[src/rtl/grid_cell_locator_assert.svh]
// ----------------------------------------------------------------------------
// Grid cell locator assertion macros
// Concurrent checks sampled on clk and switched off while rst_n is low.
// ----------------------------------------------------------------------------
`ifndef GRID_CELL_LOCATOR_ASSERT_SVH
`define GRID_CELL_LOCATOR_ASSERT_SVH

// Consequent must hold in the same cycle as the antecedent.
`define GCL_CHECK(label, ante, cons, msg) \
    label: assert property (@(posedge clk) disable iff (!rst_n) (ante) |-> (cons)) \
        else $error(msg);

// Consequent must hold in the cycle after the antecedent.
`define GCL_CHECK_NEXT(label, ante, cons, msg) \
    label: assert property (@(posedge clk) disable iff (!rst_n) (ante) |=> (cons)) \
        else $error(msg);

`endif

[src/rtl/gcl_pkg.sv]
// ----------------------------------------------------------------------------
// Grid cell locator package
// Shared widths, register index codes and reset values.
// ----------------------------------------------------------------------------
package gcl_pkg;

    localparam int CFG_INDEX_BITS   = 3;
    localparam int CFG_DATA_BITS    = 32;
    localparam int MIN_BITS         = 32;
    localparam int WIDTH_BITS       = 31;
    localparam int COUNT_FIELD_BITS = 10;
    localparam int COUNTS_BITS      = 30;
    localparam int CELL_BITS        = 10;
    localparam int FLAT_BITS        = 30;
    localparam int NUM_AXES         = 3;

    localparam logic [WIDTH_BITS-1:0] WIDTH_RESET = 31'd65536;

    typedef enum logic [CFG_INDEX_BITS-1:0] {
        REG_MIN_X   = 3'd0,
        REG_MIN_Y   = 3'd1,
        REG_MIN_Z   = 3'd2,
        REG_WIDTH_X = 3'd3,
        REG_WIDTH_Y = 3'd4,
        REG_WIDTH_Z = 3'd5,
        REG_COUNTS  = 3'd6
    } cfg_reg_t;

endpackage

[src/rtl/gcl_channels.sv]
// ----------------------------------------------------------------------------
// Grid cell locator channels
// Valid/ready interfaces for queries, results and register writes.
// ----------------------------------------------------------------------------
interface gcl_pos_if import gcl_pkg::*; #(parameter int COORD_BITS = 32);
    logic                  valid;
    logic                  ready;
    logic [COORD_BITS-1:0] pos_x;
    logic [COORD_BITS-1:0] pos_y;
    logic [COORD_BITS-1:0] pos_z;

    modport source (output valid, output pos_x, output pos_y, output pos_z, input ready);
    modport sink   (input valid, input pos_x, input pos_y, input pos_z, output ready);
endinterface

interface gcl_cell_if import gcl_pkg::*; ();
    logic                 valid;
    logic                 ready;
    logic [CELL_BITS-1:0] cell_x;
    logic [CELL_BITS-1:0] cell_y;
    logic [CELL_BITS-1:0] cell_z;
    logic [FLAT_BITS-1:0] flat_index;

    modport source (output valid, output cell_x, output cell_y, output cell_z,
                    output flat_index, input ready);
    modport sink   (input valid, input cell_x, input cell_y, input cell_z,
                    input flat_index, output ready);
endinterface

interface gcl_cfg_if import gcl_pkg::*; ();
    logic                      valid;
    logic                      ready;
    logic [CFG_INDEX_BITS-1:0] index;
    logic [CFG_DATA_BITS-1:0]  data;

    modport source (output valid, output index, output data, input ready);
    modport sink   (input valid, input index, input data, output ready);
endinterface

[src/rtl/gcl_lane.sv]
// ----------------------------------------------------------------------------
// Grid cell locator axis lane
// Offset, pipelined restoring division one quotient bit per stage, clamp.
// ----------------------------------------------------------------------------
module gcl_lane import gcl_pkg::*; #(
    parameter int COORD_BITS = 32,
    parameter int IDX_BITS   = 10
) (
    input  logic                  clk,
    input  logic                  advance,
    input  logic [COORD_BITS-1:0] pos,
    input  logic [COORD_BITS-1:0] min_val,
    input  logic [WIDTH_BITS-1:0] cell_width,
    input  logic [IDX_BITS-1:0]   last_idx,
    output logic [IDX_BITS-1:0]   idx
);

    localparam int SW = WIDTH_BITS + IDX_BITS;
    localparam int CW = (COORD_BITS > SW) ? COORD_BITS : SW;

    logic [COORD_BITS-1:0] rem_reg  [0:IDX_BITS-1];
    logic                  neg_reg  [0:IDX_BITS];
    logic [IDX_BITS-1:0]   q_reg    [1:IDX_BITS];
    logic                  over_reg [1:IDX_BITS];
    logic [IDX_BITS-1:0]   idx_reg;

    // The offset cannot wrap once the position is known not to be below the minimum.
    always_ff @(posedge clk)
    begin
        if (advance)
        begin
            rem_reg[0] <= pos - min_val;
            neg_reg[0] <= ($signed(pos) < $signed(min_val));
        end
    end

    for (genvar j = 1; j <= IDX_BITS; j++)
    begin : g_step
        localparam int BIT = IDX_BITS - j;

        logic [CW-1:0]       rem_ext;
        logic [CW-1:0]       divisor;
        logic                take;
        logic [IDX_BITS-1:0] q_prev;
        logic                over_now;

        assign rem_ext = CW'(rem_reg[j-1]);
        assign divisor = CW'(cell_width) << BIT;
        assign take    = (rem_ext >= divisor);

        if (j == 1)
        begin : g_first
            // A quotient that needs more bits than the index is clamped later.
            assign q_prev   = '0;
            assign over_now = (rem_ext >= (CW'(cell_width) << IDX_BITS));
        end
        else
        begin : g_rest
            assign q_prev   = q_reg[j-1];
            assign over_now = over_reg[j-1];
        end

        always_ff @(posedge clk)
        begin
            if (advance)
            begin
                q_reg[j]    <= q_prev | (IDX_BITS'(take) << BIT);
                neg_reg[j]  <= neg_reg[j-1];
                over_reg[j] <= over_now;
            end
        end

        // The last stage only needs its quotient bit, not the remainder.
        if (j < IDX_BITS)
        begin : g_rem
            always_ff @(posedge clk)
            begin
                if (advance)
                    rem_reg[j] <= take ? COORD_BITS'(rem_ext - divisor) : rem_reg[j-1];
            end
        end
    end

    always_ff @(posedge clk)
    begin
        if (advance)
        begin
            if (neg_reg[IDX_BITS])
                idx_reg <= '0;
            else if (over_reg[IDX_BITS] || (q_reg[IDX_BITS] > last_idx))
                idx_reg <= last_idx;
            else
                idx_reg <= q_reg[IDX_BITS];
        end
    end

    assign idx = idx_reg;

endmodule

[src/rtl/gcl_merge.sv]
// ----------------------------------------------------------------------------
// Grid cell locator merge stage
// Combines the per-axis indices into the row-major flat cell number.
// ----------------------------------------------------------------------------
module gcl_merge import gcl_pkg::*; #(
    parameter int IDX_BITS = 10
) (
    input  logic                 clk,
    input  logic                 advance,
    input  logic [IDX_BITS-1:0]  idx_x,
    input  logic [IDX_BITS-1:0]  idx_y,
    input  logic [IDX_BITS-1:0]  idx_z,
    input  logic [IDX_BITS-1:0]  last_y,
    input  logic [IDX_BITS-1:0]  last_z,
    output logic [CELL_BITS-1:0] cell_x,
    output logic [CELL_BITS-1:0] cell_y,
    output logic [CELL_BITS-1:0] cell_z,
    output logic [FLAT_BITS-1:0] flat_index
);

    localparam int PA = 2 * IDX_BITS + 1;
    localparam int PB = 3 * IDX_BITS + 1;

    logic [IDX_BITS:0]     count_y;
    logic [IDX_BITS:0]     count_z;
    logic [PA-1:0]         sum_a;
    logic [PB-1:0]         sum_b;

    logic [2*IDX_BITS-1:0] row_reg;
    logic [IDX_BITS-1:0]   x_a_reg;
    logic [IDX_BITS-1:0]   y_a_reg;
    logic [IDX_BITS-1:0]   z_a_reg;
    logic [CELL_BITS-1:0]  cell_x_reg;
    logic [CELL_BITS-1:0]  cell_y_reg;
    logic [CELL_BITS-1:0]  cell_z_reg;
    logic [FLAT_BITS-1:0]  flat_reg;

    assign count_y = (IDX_BITS+1)'(last_y) + 1'b1;
    assign count_z = (IDX_BITS+1)'(last_z) + 1'b1;
    assign sum_a   = PA'(idx_x) * PA'(count_y) + PA'(idx_y);
    assign sum_b   = PB'(row_reg) * PB'(count_z) + PB'(z_a_reg);

    always_ff @(posedge clk)
    begin
        if (advance)
        begin
            row_reg    <= sum_a[2*IDX_BITS-1:0];
            x_a_reg    <= idx_x;
            y_a_reg    <= idx_y;
            z_a_reg    <= idx_z;
            cell_x_reg <= CELL_BITS'(x_a_reg);
            cell_y_reg <= CELL_BITS'(y_a_reg);
            cell_z_reg <= CELL_BITS'(z_a_reg);
            flat_reg   <= FLAT_BITS'(sum_b[3*IDX_BITS-1:0]);
        end
    end

    assign cell_x     = cell_x_reg;
    assign cell_y     = cell_y_reg;
    assign cell_z     = cell_z_reg;
    assign flat_index = flat_reg;

endmodule

[src/rtl/grid_cell_locator.sv]
// ----------------------------------------------------------------------------
// Grid cell locator
// Finds the cell of a uniform block grid that holds a fixed-point position.
// ----------------------------------------------------------------------------
// A query transfer on the query channel carries a signed fixed-point position
// per axis. For each one the block returns one result transfer on the result
// channel with the clamped cell index of every axis and the row-major flat
// cell number, x slowest and z fastest. Results leave in query order.
// Every axis has a lane of its own: the offset from the block minimum, then a
// restoring divider by the cell width with one quotient bit per stage, then a
// clamp to the configured count. A merge stage forms the flat number with two
// registered multiply-adds. The pipeline has log2(MAX_AXIS_CELLS) + 4 stages,
// 14 at the default. Throughput is one query per cycle while the result
// channel is not stalled; the divider stages are fully pipelined.
// The pipeline advances whenever the result register is empty or being
// taken, so a stalled receiver holds every stage and query ready falls.
// Register writes wait until the pipeline is empty and no query is offered.
// Reset empties the pipeline and puts the registers to their defaults: a unit
// grid at the origin with one cell on each axis.
// ----------------------------------------------------------------------------
`include "grid_cell_locator_assert.svh"

module grid_cell_locator import gcl_pkg::*; #(
    parameter int AXES           = 3,
    parameter int MAX_AXIS_CELLS = 1024,
    parameter int COORD_BITS     = 32
) (
    input  logic       clk,
    input  logic       rst_n,
    gcl_pos_if.sink    query,
    gcl_cell_if.source result,
    gcl_cfg_if.sink    cfg
);

    localparam int IDX_BITS = $clog2(MAX_AXIS_CELLS);
    localparam int LAT      = IDX_BITS + 4;
    localparam int MW       = (COORD_BITS > MIN_BITS) ? COORD_BITS : MIN_BITS;

    // Register file, written from the configuration channel.
    logic [MIN_BITS-1:0]    min_x_reg;
    logic [MIN_BITS-1:0]    min_y_reg;
    logic [MIN_BITS-1:0]    min_z_reg;
    logic [WIDTH_BITS-1:0]  width_x_reg;
    logic [WIDTH_BITS-1:0]  width_y_reg;
    logic [WIDTH_BITS-1:0]  width_z_reg;
    logic [COUNTS_BITS-1:0] counts_reg;

    logic [LAT-1:0]         valid_reg;
    logic                   advance;

    logic [COORD_BITS-1:0]  pos_a   [NUM_AXES];
    logic [COORD_BITS-1:0]  min_a   [NUM_AXES];
    logic [WIDTH_BITS-1:0]  width_a [NUM_AXES];
    logic [IDX_BITS-1:0]    last_a  [NUM_AXES];
    logic [IDX_BITS-1:0]    idx_a   [NUM_AXES];

    // A write must never change the grid under a query, so it is held off
    // while any stage is busy or a query is being offered.
    assign cfg.ready = !(|valid_reg) && !query.valid;

    always_ff @(posedge clk or negedge rst_n)
    begin
        if (!rst_n)
        begin
            min_x_reg   <= '0;
            min_y_reg   <= '0;
            min_z_reg   <= '0;
            width_x_reg <= WIDTH_RESET;
            width_y_reg <= WIDTH_RESET;
            width_z_reg <= WIDTH_RESET;
            counts_reg  <= '0;
        end
        else if (cfg.valid && cfg.ready)
        begin
            unique case (cfg_reg_t'(cfg.index))
                REG_MIN_X:   min_x_reg   <= cfg.data[MIN_BITS-1:0];
                REG_MIN_Y:   min_y_reg   <= cfg.data[MIN_BITS-1:0];
                REG_MIN_Z:   min_z_reg   <= cfg.data[MIN_BITS-1:0];
                REG_WIDTH_X: width_x_reg <= cfg.data[WIDTH_BITS-1:0];
                REG_WIDTH_Y: width_y_reg <= cfg.data[WIDTH_BITS-1:0];
                REG_WIDTH_Z: width_z_reg <= cfg.data[WIDTH_BITS-1:0];
                REG_COUNTS:  counts_reg  <= cfg.data[COUNTS_BITS-1:0];
                default:     ;
            endcase
        end
    end

    // The whole pipeline moves as one; the valid chain tracks which stages
    // hold a real query.
    assign advance     = !valid_reg[LAT-1] || result.ready;
    assign query.ready = advance;

    always_ff @(posedge clk or negedge rst_n)
    begin
        if (!rst_n)
            valid_reg <= '0;
        else if (advance)
            valid_reg <= {valid_reg[LAT-2:0], query.valid};
    end

    assign pos_a[0] = query.pos_x;
    assign pos_a[1] = query.pos_y;
    assign pos_a[2] = query.pos_z;

    // The minimum registers are zero-extended or cut to the coordinate width.
    assign min_a[0] = COORD_BITS'(MW'(min_x_reg));
    assign min_a[1] = COORD_BITS'(MW'(min_y_reg));
    assign min_a[2] = COORD_BITS'(MW'(min_z_reg));

    assign width_a[0] = width_x_reg;
    assign width_a[1] = width_y_reg;
    assign width_a[2] = width_z_reg;

    for (genvar a = 0; a < NUM_AXES; a++)
    begin : g_axis
        if (a < AXES)
        begin : g_used
            logic [COUNT_FIELD_BITS-1:0] field;

            // Counts above the grid limit saturate at the limit.
            assign field     = counts_reg[a*COUNT_FIELD_BITS +: COUNT_FIELD_BITS];
            assign last_a[a] = (field >= COUNT_FIELD_BITS'(MAX_AXIS_CELLS - 1))
                             ? IDX_BITS'(MAX_AXIS_CELLS - 1)
                             : IDX_BITS'(field);

            gcl_lane #(
                .COORD_BITS (COORD_BITS),
                .IDX_BITS   (IDX_BITS)
            ) u_lane (
                .clk        (clk),
                .advance    (advance),
                .pos        (pos_a[a]),
                .min_val    (min_a[a]),
                .cell_width (width_a[a]),
                .last_idx   (last_a[a]),
                .idx        (idx_a[a])
            );
        end
        else
        begin : g_unused
            // An axis beyond the configured number is a single cell.
            assign last_a[a] = '0;
            assign idx_a[a]  = '0;
        end
    end

    gcl_merge #(
        .IDX_BITS   (IDX_BITS)
    ) u_merge (
        .clk        (clk),
        .advance    (advance),
        .idx_x      (idx_a[0]),
        .idx_y      (idx_a[1]),
        .idx_z      (idx_a[2]),
        .last_y     (last_a[1]),
        .last_z     (last_a[2]),
        .cell_x     (result.cell_x),
        .cell_y     (result.cell_y),
        .cell_z     (result.cell_z),
        .flat_index (result.flat_index)
    );

    assign result.valid = valid_reg[LAT-1];

    // Every delivered index lies inside the configured grid.
    `GCL_CHECK(a_cells_in_grid, result.valid, (result.cell_x <= CELL_BITS'(last_a[0])) && (result.cell_y <= CELL_BITS'(last_a[1])) && (result.cell_z <= CELL_BITS'(last_a[2])), "cell index outside the configured grid")

    // A grid of one cell on every axis can only give cell zero.
    `GCL_CHECK(a_single_cell_flat, result.valid && (counts_reg == '0), result.flat_index == '0, "flat index non-zero for a single-cell grid")

    // An x width write lands in its register.
    `GCL_CHECK_NEXT(a_width_x_write, cfg.valid && cfg.ready && (cfg.index == REG_WIDTH_X), width_x_reg == $past(cfg.data[WIDTH_BITS-1:0]), "x cell width not updated by its write")

endmodule

[src/flat_wrapper.sv]
// flat-port wrapper written by rule: the top's interface ports become plain ports
module grid_cell_locator_flat import gcl_pkg::*;
#(
    parameter int AXES           = 3,
    parameter int MAX_AXIS_CELLS = 1024,
    parameter int COORD_BITS     = 32
)
  (clk, rst_n, query_valid, query_pos_x, query_pos_y, query_pos_z, query_ready, result_valid, result_cell_x, result_cell_y, result_cell_z, result_flat_index, result_ready, cfg_valid, cfg_index, cfg_data, cfg_ready);
  gcl_pos_if #(.COORD_BITS(COORD_BITS)) query_i ();
  gcl_cell_if result_i ();
  gcl_cfg_if cfg_i ();
  input  logic clk;
  input  logic rst_n;
  input wire logic [$bits(query_i.valid)-1:0] query_valid;
  input wire logic [$bits(query_i.pos_x)-1:0] query_pos_x;
  input wire logic [$bits(query_i.pos_y)-1:0] query_pos_y;
  input wire logic [$bits(query_i.pos_z)-1:0] query_pos_z;
  output wire logic [$bits(query_i.ready)-1:0] query_ready;
  output wire logic [$bits(result_i.valid)-1:0] result_valid;
  output wire logic [$bits(result_i.cell_x)-1:0] result_cell_x;
  output wire logic [$bits(result_i.cell_y)-1:0] result_cell_y;
  output wire logic [$bits(result_i.cell_z)-1:0] result_cell_z;
  output wire logic [$bits(result_i.flat_index)-1:0] result_flat_index;
  input wire logic [$bits(result_i.ready)-1:0] result_ready;
  input wire logic [$bits(cfg_i.valid)-1:0] cfg_valid;
  input wire logic [$bits(cfg_i.index)-1:0] cfg_index;
  input wire logic [$bits(cfg_i.data)-1:0] cfg_data;
  output wire logic [$bits(cfg_i.ready)-1:0] cfg_ready;
  assign query_i.valid = query_valid;
  assign query_i.pos_x = query_pos_x;
  assign query_i.pos_y = query_pos_y;
  assign query_i.pos_z = query_pos_z;
  assign query_ready = query_i.ready;
  assign result_valid = result_i.valid;
  assign result_cell_x = result_i.cell_x;
  assign result_cell_y = result_i.cell_y;
  assign result_cell_z = result_i.cell_z;
  assign result_flat_index = result_i.flat_index;
  assign result_i.ready = result_ready;
  assign cfg_i.valid = cfg_valid;
  assign cfg_i.index = cfg_index;
  assign cfg_i.data = cfg_data;
  assign cfg_ready = cfg_i.ready;
  grid_cell_locator #(.AXES(AXES), .MAX_AXIS_CELLS(MAX_AXIS_CELLS), .COORD_BITS(COORD_BITS)) u_core (.clk(clk), .rst_n(rst_n), .query(query_i), .result(result_i), .cfg(cfg_i));
endmodule
[config.mk]
export PLATFORM = sky130hd
export DESIGN_NAME = grid_cell_locator_flat
export DESIGN_NICKNAME = d
export VERILOG_FILES = /design/src/rtl/gcl_pkg.sv /design/src/rtl/gcl_channels.sv /design/src/rtl/gcl_lane.sv /design/src/rtl/gcl_merge.sv /design/src/rtl/grid_cell_locator.sv /design/src/flat_wrapper.sv
export VERILOG_INCLUDE_DIRS = /design/src /design/src/rtl
export SDC_FILE = /design/constraint.sdc
export NUM_CORES = 2
export LEC_CHECK = 0
export BUFFER_PORTS_ARGS = -buffer_cell sky130_fd_sc_hd__clkbuf_2
export CORE_MARGIN = 5
export CORE_UTILIZATION = 55
export CTS_CLUSTER_SIZE = 16
export DETAILED_ROUTE_END_ITERATION = 10
export GPL_ROUTABILITY_DRIVEN = 1
export MAX_ROUTING_LAYER = met4
export PLACE_DENSITY = 0.81
export SLEW_MARGIN = 20
export SYNTH_ARGS = -nofsm -noshare
export SYNTH_HDL_FRONTEND = slang
export SYNTH_SLANG_ARGS = --single-unit
[constraint.sdc]
create_clock -name clk -period 52.3 [get_ports clk]
set_clock_uncertainty 0.1 [all_clocks]
set_input_delay 5.23 -clock clk [delete_from_list [all_inputs] [get_ports clk]]
set_output_delay 5.23 -clock clk [all_outputs]
set_load 0.02 [all_outputs]
==> impl_metrics.toml <==
[run_status]
status = "finished, final reports clean"

[floorplan]
dieWidth_um = 461
die_y_um = 461
initial_core_util = 0.553
rows = 165
core_area_sq_um = 203000
design.die.area_sq_um = 213000
io_pins = 199

[timing]
finalCriticalPeriod_ps = 11500
fmax_mhz = 87.0
period_share = 0.220
hold_viol_final = 0
fin_setup_tns_ps = 0
rsz0062_at_grt = "false"
slew_headroom = 0.191
slew_viol_final = 0
worst_slew_pin_slew_ps = 1210
setup_viol = 0

[layout]
drive_gt1_frac = 0.0960
multiInputGateArea_sq_um = 62600
syn2layout_area_growth_pct = 9.31
num-fill-cells = 15800
regArea_sq_um = 45700
num-nets-final = 12600
finish.utilization = 0.605
largest_reg_flops = 960

[critical_path]
cpMaxStageDelayCell = "nand2b_4"
cp-start-kind = "input port"
crit_required_ps = 46970
crit_top_cell = "clkbuf_2"
cp.arrival_ps = 6170
reg2reg_from = "u_core.counts_reg[12]$_DFFE_PN0P_"
end_kind = "output pin"
critical_path.cell_chain = "clkbuf_2 -> nand2b_4 -> clkbuf_2"
crit_start = "result_ready"
cp_max_fo = 41
cpPeakStageDelay_ps = 530
criticalPathCategory = "input port to output pin"

[clock_network]
cts.clk_slew.worst_paths_ps = 60
insertion_delay_ps = 850
root_buffer = "clkbuf_16"
cts_tree = "done"
cts_setup_buffers = 0
ctsResizeCount = 0
cts-buffers-inserted = 174
cts.sinks = 1561
cts_hold_buf = 0
htree_levels = 4
clock_path_buffers = 3

[synth]
synth_area_sq_um = 112000
synthCells = 10800
synth_cell_types = 93
yosysSeqAreaShare = 0.408
yosys_warnings = 0
post-synth-top-count-cell = "edfxtp_1"
yosys-top-cells-count = "1,328 x edfxtp_1, 1,149 x ha_1, 1,079 x nand2_1, 851 x o21ai_0, 807 x inv_1"
synth_seq_cells = 1561
ys.flop_type = "edfxtp_1"
synth_fp_nets = 12400
synth_edf_count = 1328
ys_top_cells_by_area = "edfxtp_1 36%, ha_1 13%, dfrtp_1 5.1%"
synth_area_leader_cell = "edfxtp_1"
async_flop_share = 0.149
synth_top_area_frac = 0.356
synth.avg_cell_area_sq_um = 10.4

[min_path]
holdCritStartpoint = "u_core.g_axis[1].g_used.u_lane.over_reg[0][2]$_DFFE_PP_"
worstHoldPathType = "register to register"

[detailed_routing]
remaining_drc_errors = 0
drtPass1Iterations = 6
viasPerCell = 6.13
avgRoutedWirePerCell_um = 21.4
wl_mm = 297
ant_nets = 0
drtIter0Drc = 7154
dr_total_vias = 85000

[place]
hpwlAfterDp_mm = 221
port_buffers = 198
gp_congestion = 0.993

[global_route]
grtUsageTotal = 0.284
grt_pass1_wl_mm = 463
gr-total-overflow = 0
global_route.usage.met1 = 0.337
grt_max_degree = 196
antenna_found_initial = 29
gr-usage-met3 = 0.0460
grt_pass1_vias = 86000
grt-busiest-layer = "met2"
met2_usage = 0.466

[power_and_ir_drop]
leakagePower_nw = 52.8
power_density_nw_per_um2 = 56.5
ir_worst_vdd_uv = 41.1

[job]
cap_violations = 0
-- cell families (layout without fill, tap and decap cells) --
logic type / after synthesis / in the layout / share of synthesized area
and+or+nand+nor: 2793 / 2793 / 0.121
AOI/OAI and AO/OA: 2788 / 2788 / 0.155
DFF: 1561 / 1561 / 0.408
adders and majority gates: 1428 / 1428 / 0.178
buffers and inverters: 1047 / 1424 / 0.0354
xor gates and xnor gates: 716 / 716 / 0.0560
muxes: 469 / 469 / 0.0466
other: 0 / 22 / 0
-- where the power goes --
part	switching [mW]	total (mW)	internal (mW)
Clock	0.532	1.27	0.738
Combinational	1.85	3.24	1.39
Sequential	0.302	2.41	2.10
Total	2.69	6.92	4.23
-- layout make-up --
type | count | share of cell area
Antenna cell | 22 | 0.000449
Tap cell | 2672 | 0.0273
Clock buffer | 231 | 0.0383
Sequential cell | 1561 | 0.373
Multi-Input combinational cell | 8194 | 0.511
Timing Repair Buffer | 295 | 0.0147
Inverter | 808 | 0.0248
Clock inverter | 90 | 0.0104
-- worst max-delay path: cells and delay by family --
kind	cells	cell delay (ps)
buf+inv	2	370
simple gates	1	530
-- per-stage QoR --
stage | instance area, sq um | power, mW | instances | hold WS, ps | setup WS (ps)
CTS | 122000 | 6.89 | 13800 | 299 | 40780
floorplan | 112000 | 5.22 | 10800 | 300 | 5380
finish | 122000 | 6.92 | 13900 | 291 | 40800
global route | 122000 | 7.40 | 13900 | 309 | 40750
detailed placement | 116000 | 5.59 | 13500 | 305 | 40550
global placement | 116000 | 5.44 | 13500 | 301 | 40690
-- layer usage --
metal  wire [um]  part of all wire
met1      117000              0.39
met2      141000              0.47
met3       20900             0.070
met4       18400             0.062
met5           0                 0
-- final timing paths --
check | end | slack [ps] | cells past startpoint
max in group asynchronous | u_core.min_y_reg[4]$_DFFE_PN0P_ | 46160 | 3
worst min-delay path | u_core.g_axis[1].g_used.u_lane.over_reg[0][3]$_DFFE_PP_ | 290 | 0
worst min register to register | u_core.g_axis[1].g_used.u_lane.over_reg[0][3]$_DFFE_PP_ | 290 | 0
worst max register to register | u_core.u_merge.row_reg[19]$_DFFE_PP_ | 44730 | 24
worst max-delay path | query_ready | 40800 | 3
min in group asynchronous | u_core.width_x_reg[23]$_DFFE_PN0P_ | 4190 | 1
-- cells in the final DEF, fill, tap and decap left out, drive strengths merged, types with 25 or more instances in the layout --
cell type     n
edfxtp     1328
ha         1149
nand2      1079
o21ai       862
inv         812
a21oi       701
nor2        455
a21o        445
xnor2       439
clkbuf      428
mux2        419
fa          279
xor2        277
dfrtp       230
nor2b       167
nand3       160
nor3        151
nand2b      150
and2        132
o21a        127
nand4       115
buf          98
and3         83
a211oi       76
a31oi        76
o31ai        74
o21bai       71
nor4         61
clkinv       57
or3          53
mux2i        50
o211ai       49
or2          45
a21boi       41
nor4b        25
Note: power is estimated with default switching activity, not from simulation.
